**src/fqmm_pkg.sv**
```systemverilog
package fqmm_pkg;

   // queue geometry
   localparam int DEPTH  = 16;
   localparam int IDX_W  = $clog2(DEPTH);
   localparam int CNT_W  = $clog2(DEPTH + 1);
   localparam int OCC_W  = 5;
   localparam int WORD_W = 32;

   // request opcodes, anything else is search only
   localparam logic [1:0] OP_PUSH   = 2'd0;
   localparam logic [1:0] OP_POP    = 2'd1;
   localparam logic [1:0] OP_SEARCH = 2'd2;

   typedef logic signed [WORD_W-1:0] word_type;

   typedef struct packed {
      logic [1:0] opcode;
      word_type   push_value;
      word_type   search_key;
   } req_type;

   typedef struct packed {
      word_type         popped_value;
      logic             error;
      logic             found;
      logic [OCC_W-1:0] occupancy;
      word_type         largest;
      word_type         smallest;
   } rsp_type;

   // controller to datapath
   typedef struct packed {
      logic load;
      logic step;
   } cmd_type;

   // datapath to controller
   typedef struct packed {
      logic empty;
      logic last;
   } status_type;

endpackage

```
**src/fqmm_ctrl.sv**
```systemverilog
module fqmm_ctrl (
   input  logic                clock,
   input  logic                reset,
   input  logic                start,
   input  fqmm_pkg::status_type status,
   output fqmm_pkg::cmd_type    cmd,
   output logic                busy,
   output logic                rsp_valid
);

   localparam logic [1:0] ST_IDLE = 2'd0;
   localparam logic [1:0] ST_SCAN = 2'd1;
   localparam logic [1:0] ST_DONE = 2'd2;

   logic [1:0] state_ff;
   logic [1:0] state_in;

   // next state
   always_comb begin
      state_in = state_ff;
      unique case (state_ff)
         ST_IDLE: begin
            if (start) begin
               state_in = ST_SCAN;
            end
         end
         ST_SCAN: begin
            if (status.empty || status.last) begin
               state_in = ST_DONE;
            end
         end
         ST_DONE: begin
            state_in = ST_IDLE;
         end
         default: begin
            state_in = ST_IDLE;
         end
      endcase
   end

   always_ff @(posedge clock) begin
      if (reset) begin
         state_ff <= ST_IDLE;
      end else begin
         state_ff <= state_in;
      end
   end

   // commands and handshake
   assign cmd.load  = (state_ff == ST_IDLE) && start;
   assign cmd.step  = (state_ff == ST_SCAN) && !status.empty;
   assign busy      = (state_ff != ST_IDLE);
   assign rsp_valid = (state_ff == ST_DONE);

endmodule

```
**src/fqmm_datapath.sv**
```systemverilog
module fqmm_datapath (
   input  logic                 clock,
   input  logic                 reset,
   input  fqmm_pkg::cmd_type    cmd,
   input  fqmm_pkg::req_type    req_payload,
   output fqmm_pkg::status_type status,
   output fqmm_pkg::rsp_type    rsp_payload
);

   fqmm_pkg::word_type             entries_ff [fqmm_pkg::DEPTH];
   fqmm_pkg::word_type             entries_in [fqmm_pkg::DEPTH];
   logic [fqmm_pkg::CNT_W-1:0]     count_ff;
   logic [fqmm_pkg::CNT_W-1:0]     count_in;
   logic [fqmm_pkg::IDX_W-1:0]     idx_ff;
   logic [fqmm_pkg::IDX_W-1:0]     idx_in;
   fqmm_pkg::word_type             key_ff;
   fqmm_pkg::word_type             key_in;
   fqmm_pkg::word_type             popped_ff;
   fqmm_pkg::word_type             popped_in;
   logic                           error_ff;
   logic                           error_in;
   logic                           found_ff;
   logic                           found_in;
   fqmm_pkg::word_type             max_ff;
   fqmm_pkg::word_type             max_in;
   fqmm_pkg::word_type             min_ff;
   fqmm_pkg::word_type             min_in;
   fqmm_pkg::word_type             sel;
   logic                           full;
   logic                           empty;

   assign full  = (count_ff == fqmm_pkg::CNT_W'(fqmm_pkg::DEPTH));
   assign empty = (count_ff == '0);
   assign sel   = entries_ff[idx_ff];

   // queue update on request, then one entry per cycle through the compare unit
   always_comb begin
      entries_in = entries_ff;
      count_in   = count_ff;
      idx_in     = idx_ff;
      key_in     = key_ff;
      popped_in  = popped_ff;
      error_in   = error_ff;
      found_in   = found_ff;
      max_in     = max_ff;
      min_in     = min_ff;
      if (cmd.load) begin
         idx_in    = '0;
         key_in    = req_payload.search_key;
         popped_in = '0;
         error_in  = 1'b0;
         found_in  = 1'b0;
         max_in    = '0;
         min_in    = '0;
         case (req_payload.opcode)
            fqmm_pkg::OP_PUSH: begin
               if (full) begin
                  error_in = 1'b1;
               end else begin
                  entries_in[count_ff[fqmm_pkg::IDX_W-1:0]] = req_payload.push_value;
                  count_in = count_ff + fqmm_pkg::CNT_W'(1);
               end
            end
            fqmm_pkg::OP_POP: begin
               if (empty) begin
                  error_in = 1'b1;
               end else begin
                  popped_in = entries_ff[0];
                  for (int k = 0; k < fqmm_pkg::DEPTH - 1; k++) begin
                     entries_in[k] = entries_ff[k+1];
                  end
                  count_in = count_ff - fqmm_pkg::CNT_W'(1);
               end
            end
            default: begin
            end
         endcase
      end else if (cmd.step) begin
         found_in = found_ff | (sel == key_ff);
         if (idx_ff == '0) begin
            max_in = sel;
            min_in = sel;
         end else begin
            if (sel > max_ff) begin
               max_in = sel;
            end
            if (sel < min_ff) begin
               min_in = sel;
            end
         end
         idx_in = idx_ff + fqmm_pkg::IDX_W'(1);
      end
   end

   // control state
   always_ff @(posedge clock) begin
      if (reset) begin
         count_ff <= '0;
         idx_ff   <= '0;
      end else begin
         count_ff <= count_in;
         idx_ff   <= idx_in;
      end
   end

   // payload state
   always_ff @(posedge clock) begin
      entries_ff <= entries_in;
      key_ff     <= key_in;
      popped_ff  <= popped_in;
      error_ff   <= error_in;
      found_ff   <= found_in;
      max_ff     <= max_in;
      min_ff     <= min_in;
   end

   // status to controller
   assign status.empty = empty;
   assign status.last  = ((fqmm_pkg::CNT_W'(idx_ff) + fqmm_pkg::CNT_W'(1)) == count_ff);

   // result fields
   assign rsp_payload.popped_value = popped_ff;
   assign rsp_payload.error        = error_ff;
   assign rsp_payload.found        = found_ff;
   assign rsp_payload.occupancy    = fqmm_pkg::OCC_W'(count_ff);
   assign rsp_payload.largest      = max_ff;
   assign rsp_payload.smallest     = min_ff;

endmodule

```
**src/fifo_queue_min_max_search.sv**
```systemverilog
// Queue of signed 32-bit words with key search and max/min of the held words.
// A request is taken when start is high and busy is low; the queue is updated
// at that edge, then a single compare unit walks the held entries one per cycle
// (none when the queue is left empty), and the result is shown on rsp_payload
// for exactly one cycle with rsp_valid high. The receiver cannot stall it, so it
// must take the result in that cycle. Busy is high from the edge that takes a
// request until the result has been shown, and no new request is taken until it
// falls.
module fifo_queue_min_max_search (
   input  logic              clock,
   input  logic              reset,
   input  logic              start,
   output logic              busy,
   input  fqmm_pkg::req_type req_payload,
   output logic              rsp_valid,
   output fqmm_pkg::rsp_type rsp_payload
);

   fqmm_pkg::cmd_type    cmd;
   fqmm_pkg::status_type status;

   fqmm_ctrl u_ctrl (
      .clock     (clock),
      .reset     (reset),
      .start     (start),
      .status    (status),
      .cmd       (cmd),
      .busy      (busy),
      .rsp_valid (rsp_valid)
   );

   fqmm_datapath u_datapath (
      .clock       (clock),
      .reset       (reset),
      .cmd         (cmd),
      .req_payload (req_payload),
      .status      (status),
      .rsp_payload (rsp_payload)
   );

   // checks
   a_taken_goes_busy: assert property (@(posedge clock) disable iff (reset)
      (start && !busy) |=> busy)
      else $error("request taken but busy not raised");

   a_single_strobe: assert property (@(posedge clock) disable iff (reset)
      rsp_valid |=> !rsp_valid)
      else $error("result strobe longer than one cycle");

   a_occ_bound: assert property (@(posedge clock) disable iff (reset)
      rsp_valid |-> (rsp_payload.occupancy <= fqmm_pkg::OCC_W'(fqmm_pkg::DEPTH)))
      else $error("occupancy beyond queue depth");

   a_error_no_pop: assert property (@(posedge clock) disable iff (reset)
      (rsp_valid && rsp_payload.error) |-> (rsp_payload.popped_value == '0))
      else $error("popped value on failed request");

endmodule
```
**config.mk**
```make
export PLATFORM = sky130hd
export DESIGN_NAME = fifo_queue_min_max_search
export DESIGN_NICKNAME = d
export VERILOG_FILES = /design/src/fqmm_pkg.sv /design/src/fqmm_ctrl.sv /design/src/fqmm_datapath.sv /design/src/fifo_queue_min_max_search.sv
export SDC_FILE = /design/constraint.sdc
export NUM_CORES = 1
export LEC_CHECK = 0
export ABC_AREA = 1
export BUFFER_PORTS_ARGS = -buffer_cell sky130_fd_sc_hd__buf_2
export CAP_MARGIN = 0
export CORE_MARGIN = 2
export CORE_UTILIZATION = 47
export DETAILED_ROUTE_END_ITERATION = 12
export GPL_ROUTABILITY_DRIVEN = 0
export MAX_ROUTING_LAYER = met4
export PLACE_DENSITY_LB_ADDON = 0.12
export SYNTH_ARGS = -nofsm -noshare
export SYNTH_HDL_FRONTEND = slang
export SYNTH_SLANG_ARGS = --single-unit
```
**constraint.sdc**
```tcl
create_clock -name clock -period 4.5 [get_ports clock]
set_input_delay 0.9 -clock clock [delete_from_list [all_inputs] [get_ports clock]]
set_output_delay 0.9 -clock clock [all_outputs]
set_load 0.02 [all_outputs]
```
==> metrics.yaml <==
cts_made_buffers: 74
timing.critical_path.arrival_ns: 4.67
yosys-top-cells-count: "577 x sky130_fd_sc_hd__edfxtp_1, 488 x sky130_fd_sc_hd__nand2_1, 487 x sky130_fd_sc_hd__o21ai_0, 419 x sky130_fd_sc_hd__inv_1, 367 x sky130_fd_sc_hd__a21oi_1"
route.detailed.vias_per_inst: 6.02
post_cts.resized_instances: 0
dr_total_vias: 27300
wirelength_um: 109000
synth_warnings: 0
timing.final.setup_violations: 0
crit_fanout: 64
synth-seq-cells: 653
worst_skew_pair.late_latency_ns: 0.62
critical-path-top-cell-by-count: "sky130_fd_sc_hd__nand2_1"
period_needed_ns: 4.18
worst-slew-pin-transition_ns: 1.07
grt.overflow.total: 0
grt_first_pass_wirelength_um: 161000
synth_simple_gate_area_share_pct: 11.1
drc: 0
highest_layer: "met4"
slowest_delay_ns: 0.44
grt_setup_unrepaired: "no"
first_global_vias: 25700
met1_length_um: 45000
crit_chain: "inv_6, buf_4, a21oi_1, o21ai_0, nand3_1, nand3_1, nand3_1, ha_1, nand2_1, nor3_1, nand2_1, nand3_1, nand2_1, nand2_1, xnor2_1, nand2_1, nand2_1, nand2_2, buf_12, o21ai_0, a21oi_1"
max_clock_freq_mhz: 239
async_flop_share_pct: 0
antenna_violating_nets_post_route: 0
fill_cells: 6149
flow.area_growth_from_synthesis_pct: 13.0
syn-mean-instance-area_sq_um: 9.43
area_of_the_die_sq_mm: 0.0718
antenna_found_initial: 0
post_cts.repair.setup_buffers: 0
ys.flop_type: "sky130_fd_sc_hd__edfxtp_1"
startpoint_type: "register"
power.density_mw_per_mm2: 423
fin_total_pwr_mw: 15.6
buffer_ports.inserted: 173
antenna-diode-count: 0
boundaryPins: 174
post_route_cells_drive_above_1_share_pct: 11.8
cts_tree: "done"
gate_count_post_synth: 3473
max_cap_violations: 0
placementRows: 96
power_leakage_nw: 14.2
synth_top_cell_by_area: "sky130_fd_sc_hd__edfxtp_1"
detail_route.wl_per_cell_um: 24.0
cts.reportedPaths.clkPinSlew_ns: 0.06
finalHoldViolations: 0
core_area_sq_mm: 0.0688
combinational_family_with_the_most_area_after_synthesis: "compound AO/OA/AOI/OAI gates"
setup_total_negative_slack_ns: 0
run_status: "completed"
yosys_cell_types: 43
most_frequently_used_cell_type_in_the_post_synthesis_netlist: "sky130_fd_sc_hd__edfxtp_1"
drv_slew: 0
worstHoldPathType: "in2reg"
slew_headroom_pct: 28.7
irDropWorstVdd_mv: 0.244
synth_xor_area_share_pct: 0.669
finalCritPeriodShare_pct: 93.0
synth_nets: 3611
yosysSeqAreaShare_pct: 57.6
crit_slowest_cell: "sky130_fd_sc_hd__nor3_1"
effective_utilization_at_floorplan_pct: 47.6
multiplexer_area_fraction_after_synthesis_pct: 0
met2_length_um: 48500
fin_worst_skew_ns: 0.0185
synth_edf_count: 577
drt_pre_antenna_iters: 5
cts_root_buf: "sky130_fd_sc_hd__clkbuf_16"
drt-initial-drc-count: 3791
post_synth_instance_area_sq_mm: 0.0327
h-tree-depth: 3
cts.path.max_buffers: 3
layout.nets: 3684
critical_path.endpoint_type: "register"
place_hpwl_um: 66200
synth_top_cell_area_share_pct: 52.9
cts_hold_repair.buffers: 0
floorplan.die.width_um: 268
wl_met3_um: 12800
chipHeight_um: 268
yosys-top-cells-area: "sky130_fd_sc_hd__edfxtp_1 53%, sky130_fd_sc_hd__o21ai_0 7.4%, sky130_fd_sc_hd__a21oi_1 5.6%, sky130_fd_sc_hd__nand2_1 5.6%, sky130_fd_sc_hd__inv_1 4.8%"
global_route.usage.total_pct: 30.8
criticalPathCategory: "reg2reg"
cts_sinks: 653
post_synth_fa_ha_maj_area_fraction_pct: 2.66
synth_compound_area_share_pct: 19.0
required_ns: 4.98
grt_max_degree: 155
cells in the final DEF (no fill, tap or decap), types with 5 or more instances in the layout:
cell type                   Yosys  final
sky130_fd_sc_hd__nor3_1         6      6
sky130_fd_sc_hd__clkbuf_1     174     23
sky130_fd_sc_hd__a21oi_1      367    352
sky130_fd_sc_hd__clkinv_2       0      9
sky130_fd_sc_hd__or2_1          7      7
sky130_fd_sc_hd__buf_4         18     79
sky130_fd_sc_hd__inv_1        419    417
sky130_fd_sc_hd__dfxtp_1       76     74
sky130_fd_sc_hd__buf_12         0     20
sky130_fd_sc_hd__edfxtp_1     577    577
sky130_fd_sc_hd__inv_2          9      8
sky130_fd_sc_hd__o21ai_0      487    487
sky130_fd_sc_hd__nand2_1      488    485
sky130_fd_sc_hd__clkinv_1       0     17
sky130_fd_sc_hd__xor2_1        17     17
sky130_fd_sc_hd__nor2_1       102     97
sky130_fd_sc_hd__a21oi_4        0     15
sky130_fd_sc_hd__nand3_2       10     10
sky130_fd_sc_hd__buf_2         40    173
sky130_fd_sc_hd__a31oi_1        5      5
sky130_fd_sc_hd__clkbuf_16      0     79
sky130_fd_sc_hd__nand4_1        8      8
sky130_fd_sc_hd__xnor2_1        8      8
sky130_fd_sc_hd__o21ai_1       59     59
sky130_fd_sc_hd__ha_1          68     68
sky130_fd_sc_hd__nand3_1      222    222
sky130_fd_sc_hd__o22ai_1      233    233
state kept, by name, indices dropped and copies added, names as in the netlist:
register and count:
u_datapath.max_ff 32, u_datapath.error_ff 1, u_datapath.min_ff 32, u_datapath.entries_ff 512
u_ctrl.state_ff 2, u_datapath.idx_ff 4, u_datapath.count_ff 5, u_datapath.key_ff 32
u_datapath.found_ff 1, u_datapath.popped_ff 32
per-stage QoR:
step / utilization (%) / setup WS, ns / instances / area, sq um / hold slack, ns
final: 53.8 / 0.315 / 4537 / 37000 / 0.460
after global routing: 53.8 / 0.0397 / 4537 / 37000 / 0.452
after CTS: 53.8 / 0.385 / 4537 / 37000 / 0.430
after detailed placement: 50.3 / 0.415 / 4401 / 34600 / 0.449
after global placement: 50.3 / 0.484 / 4401 / 34600 / 0.445
after floorplan: - / 0.509 / 3473 / 32700 / 0.441
logic make-up (layout without fill, tap and decap cells):
kind of cell,count (synthesis),in the layout
compound gates,1171,1171
simple gates,851,851
buf+inv,704,837
flops,653,653
fa+ha+maj,69,69
xor+xnor,25,25
layer usage:
metal | vias up | track usage [%]
li1 | 12400 | -
met1 | 13200 | 42.3
met2 | 1576 | 46.0
met3 | 194 | 6.88
met4 | 0 | 8.35
met5 | - | -
power breakdown:
part,switching (mW),total [mW],internal [mW]
clock network,2.48,5.98,3.50
registers,0.162,7.07,6.91
logic,1.80,2.59,0.785
total,4.45,15.6,11.2
worst paths after layout:
path / from / end / slack (ns) / cells past startpoint
worst max-delay path: u_datapath.idx_ff[0] / u_datapath.max_ff[17] / 0.32 / 21
worst min-delay path: req_payload[25] / u_datapath.key_ff[25] / 0.46 / 1
worst max register to register: u_datapath.idx_ff[0] / u_datapath.max_ff[17] / 0.32 / 21
worst min register to register: u_datapath.max_ff[1] / u_datapath.max_ff[1] / 0.49 / 2
critical path: cells and delay by family, from the launching register on:
kind | cells | cell delay [ns]
xor gates and xnor gates | 1 | 0.12
DFF | 1 | 0.37
adders and majority gates | 1 | 0.41
AOI/OAI and AO/OA | 4 | 0.45
buffers and inverters | 3 | 0.84
and+or+nand+nor | 12 | 1.81
final cells by class:
cell class / instances / area [sq um] / area share, %
clock buffer: 106 / 2120 / 5.73
sequential: 653 / 18900 / 51.0
inverter: 429 / 1630 / 4.39
clock inverter: 30 / 234 / 0.632
timing repair buffer: 272 / 1860 / 5.03
multi-input combinational: 2116 / 11100 / 30.1
tap: 931 / 1160 / 3.15
Note: power is estimated with default switching activity, not from simulation.
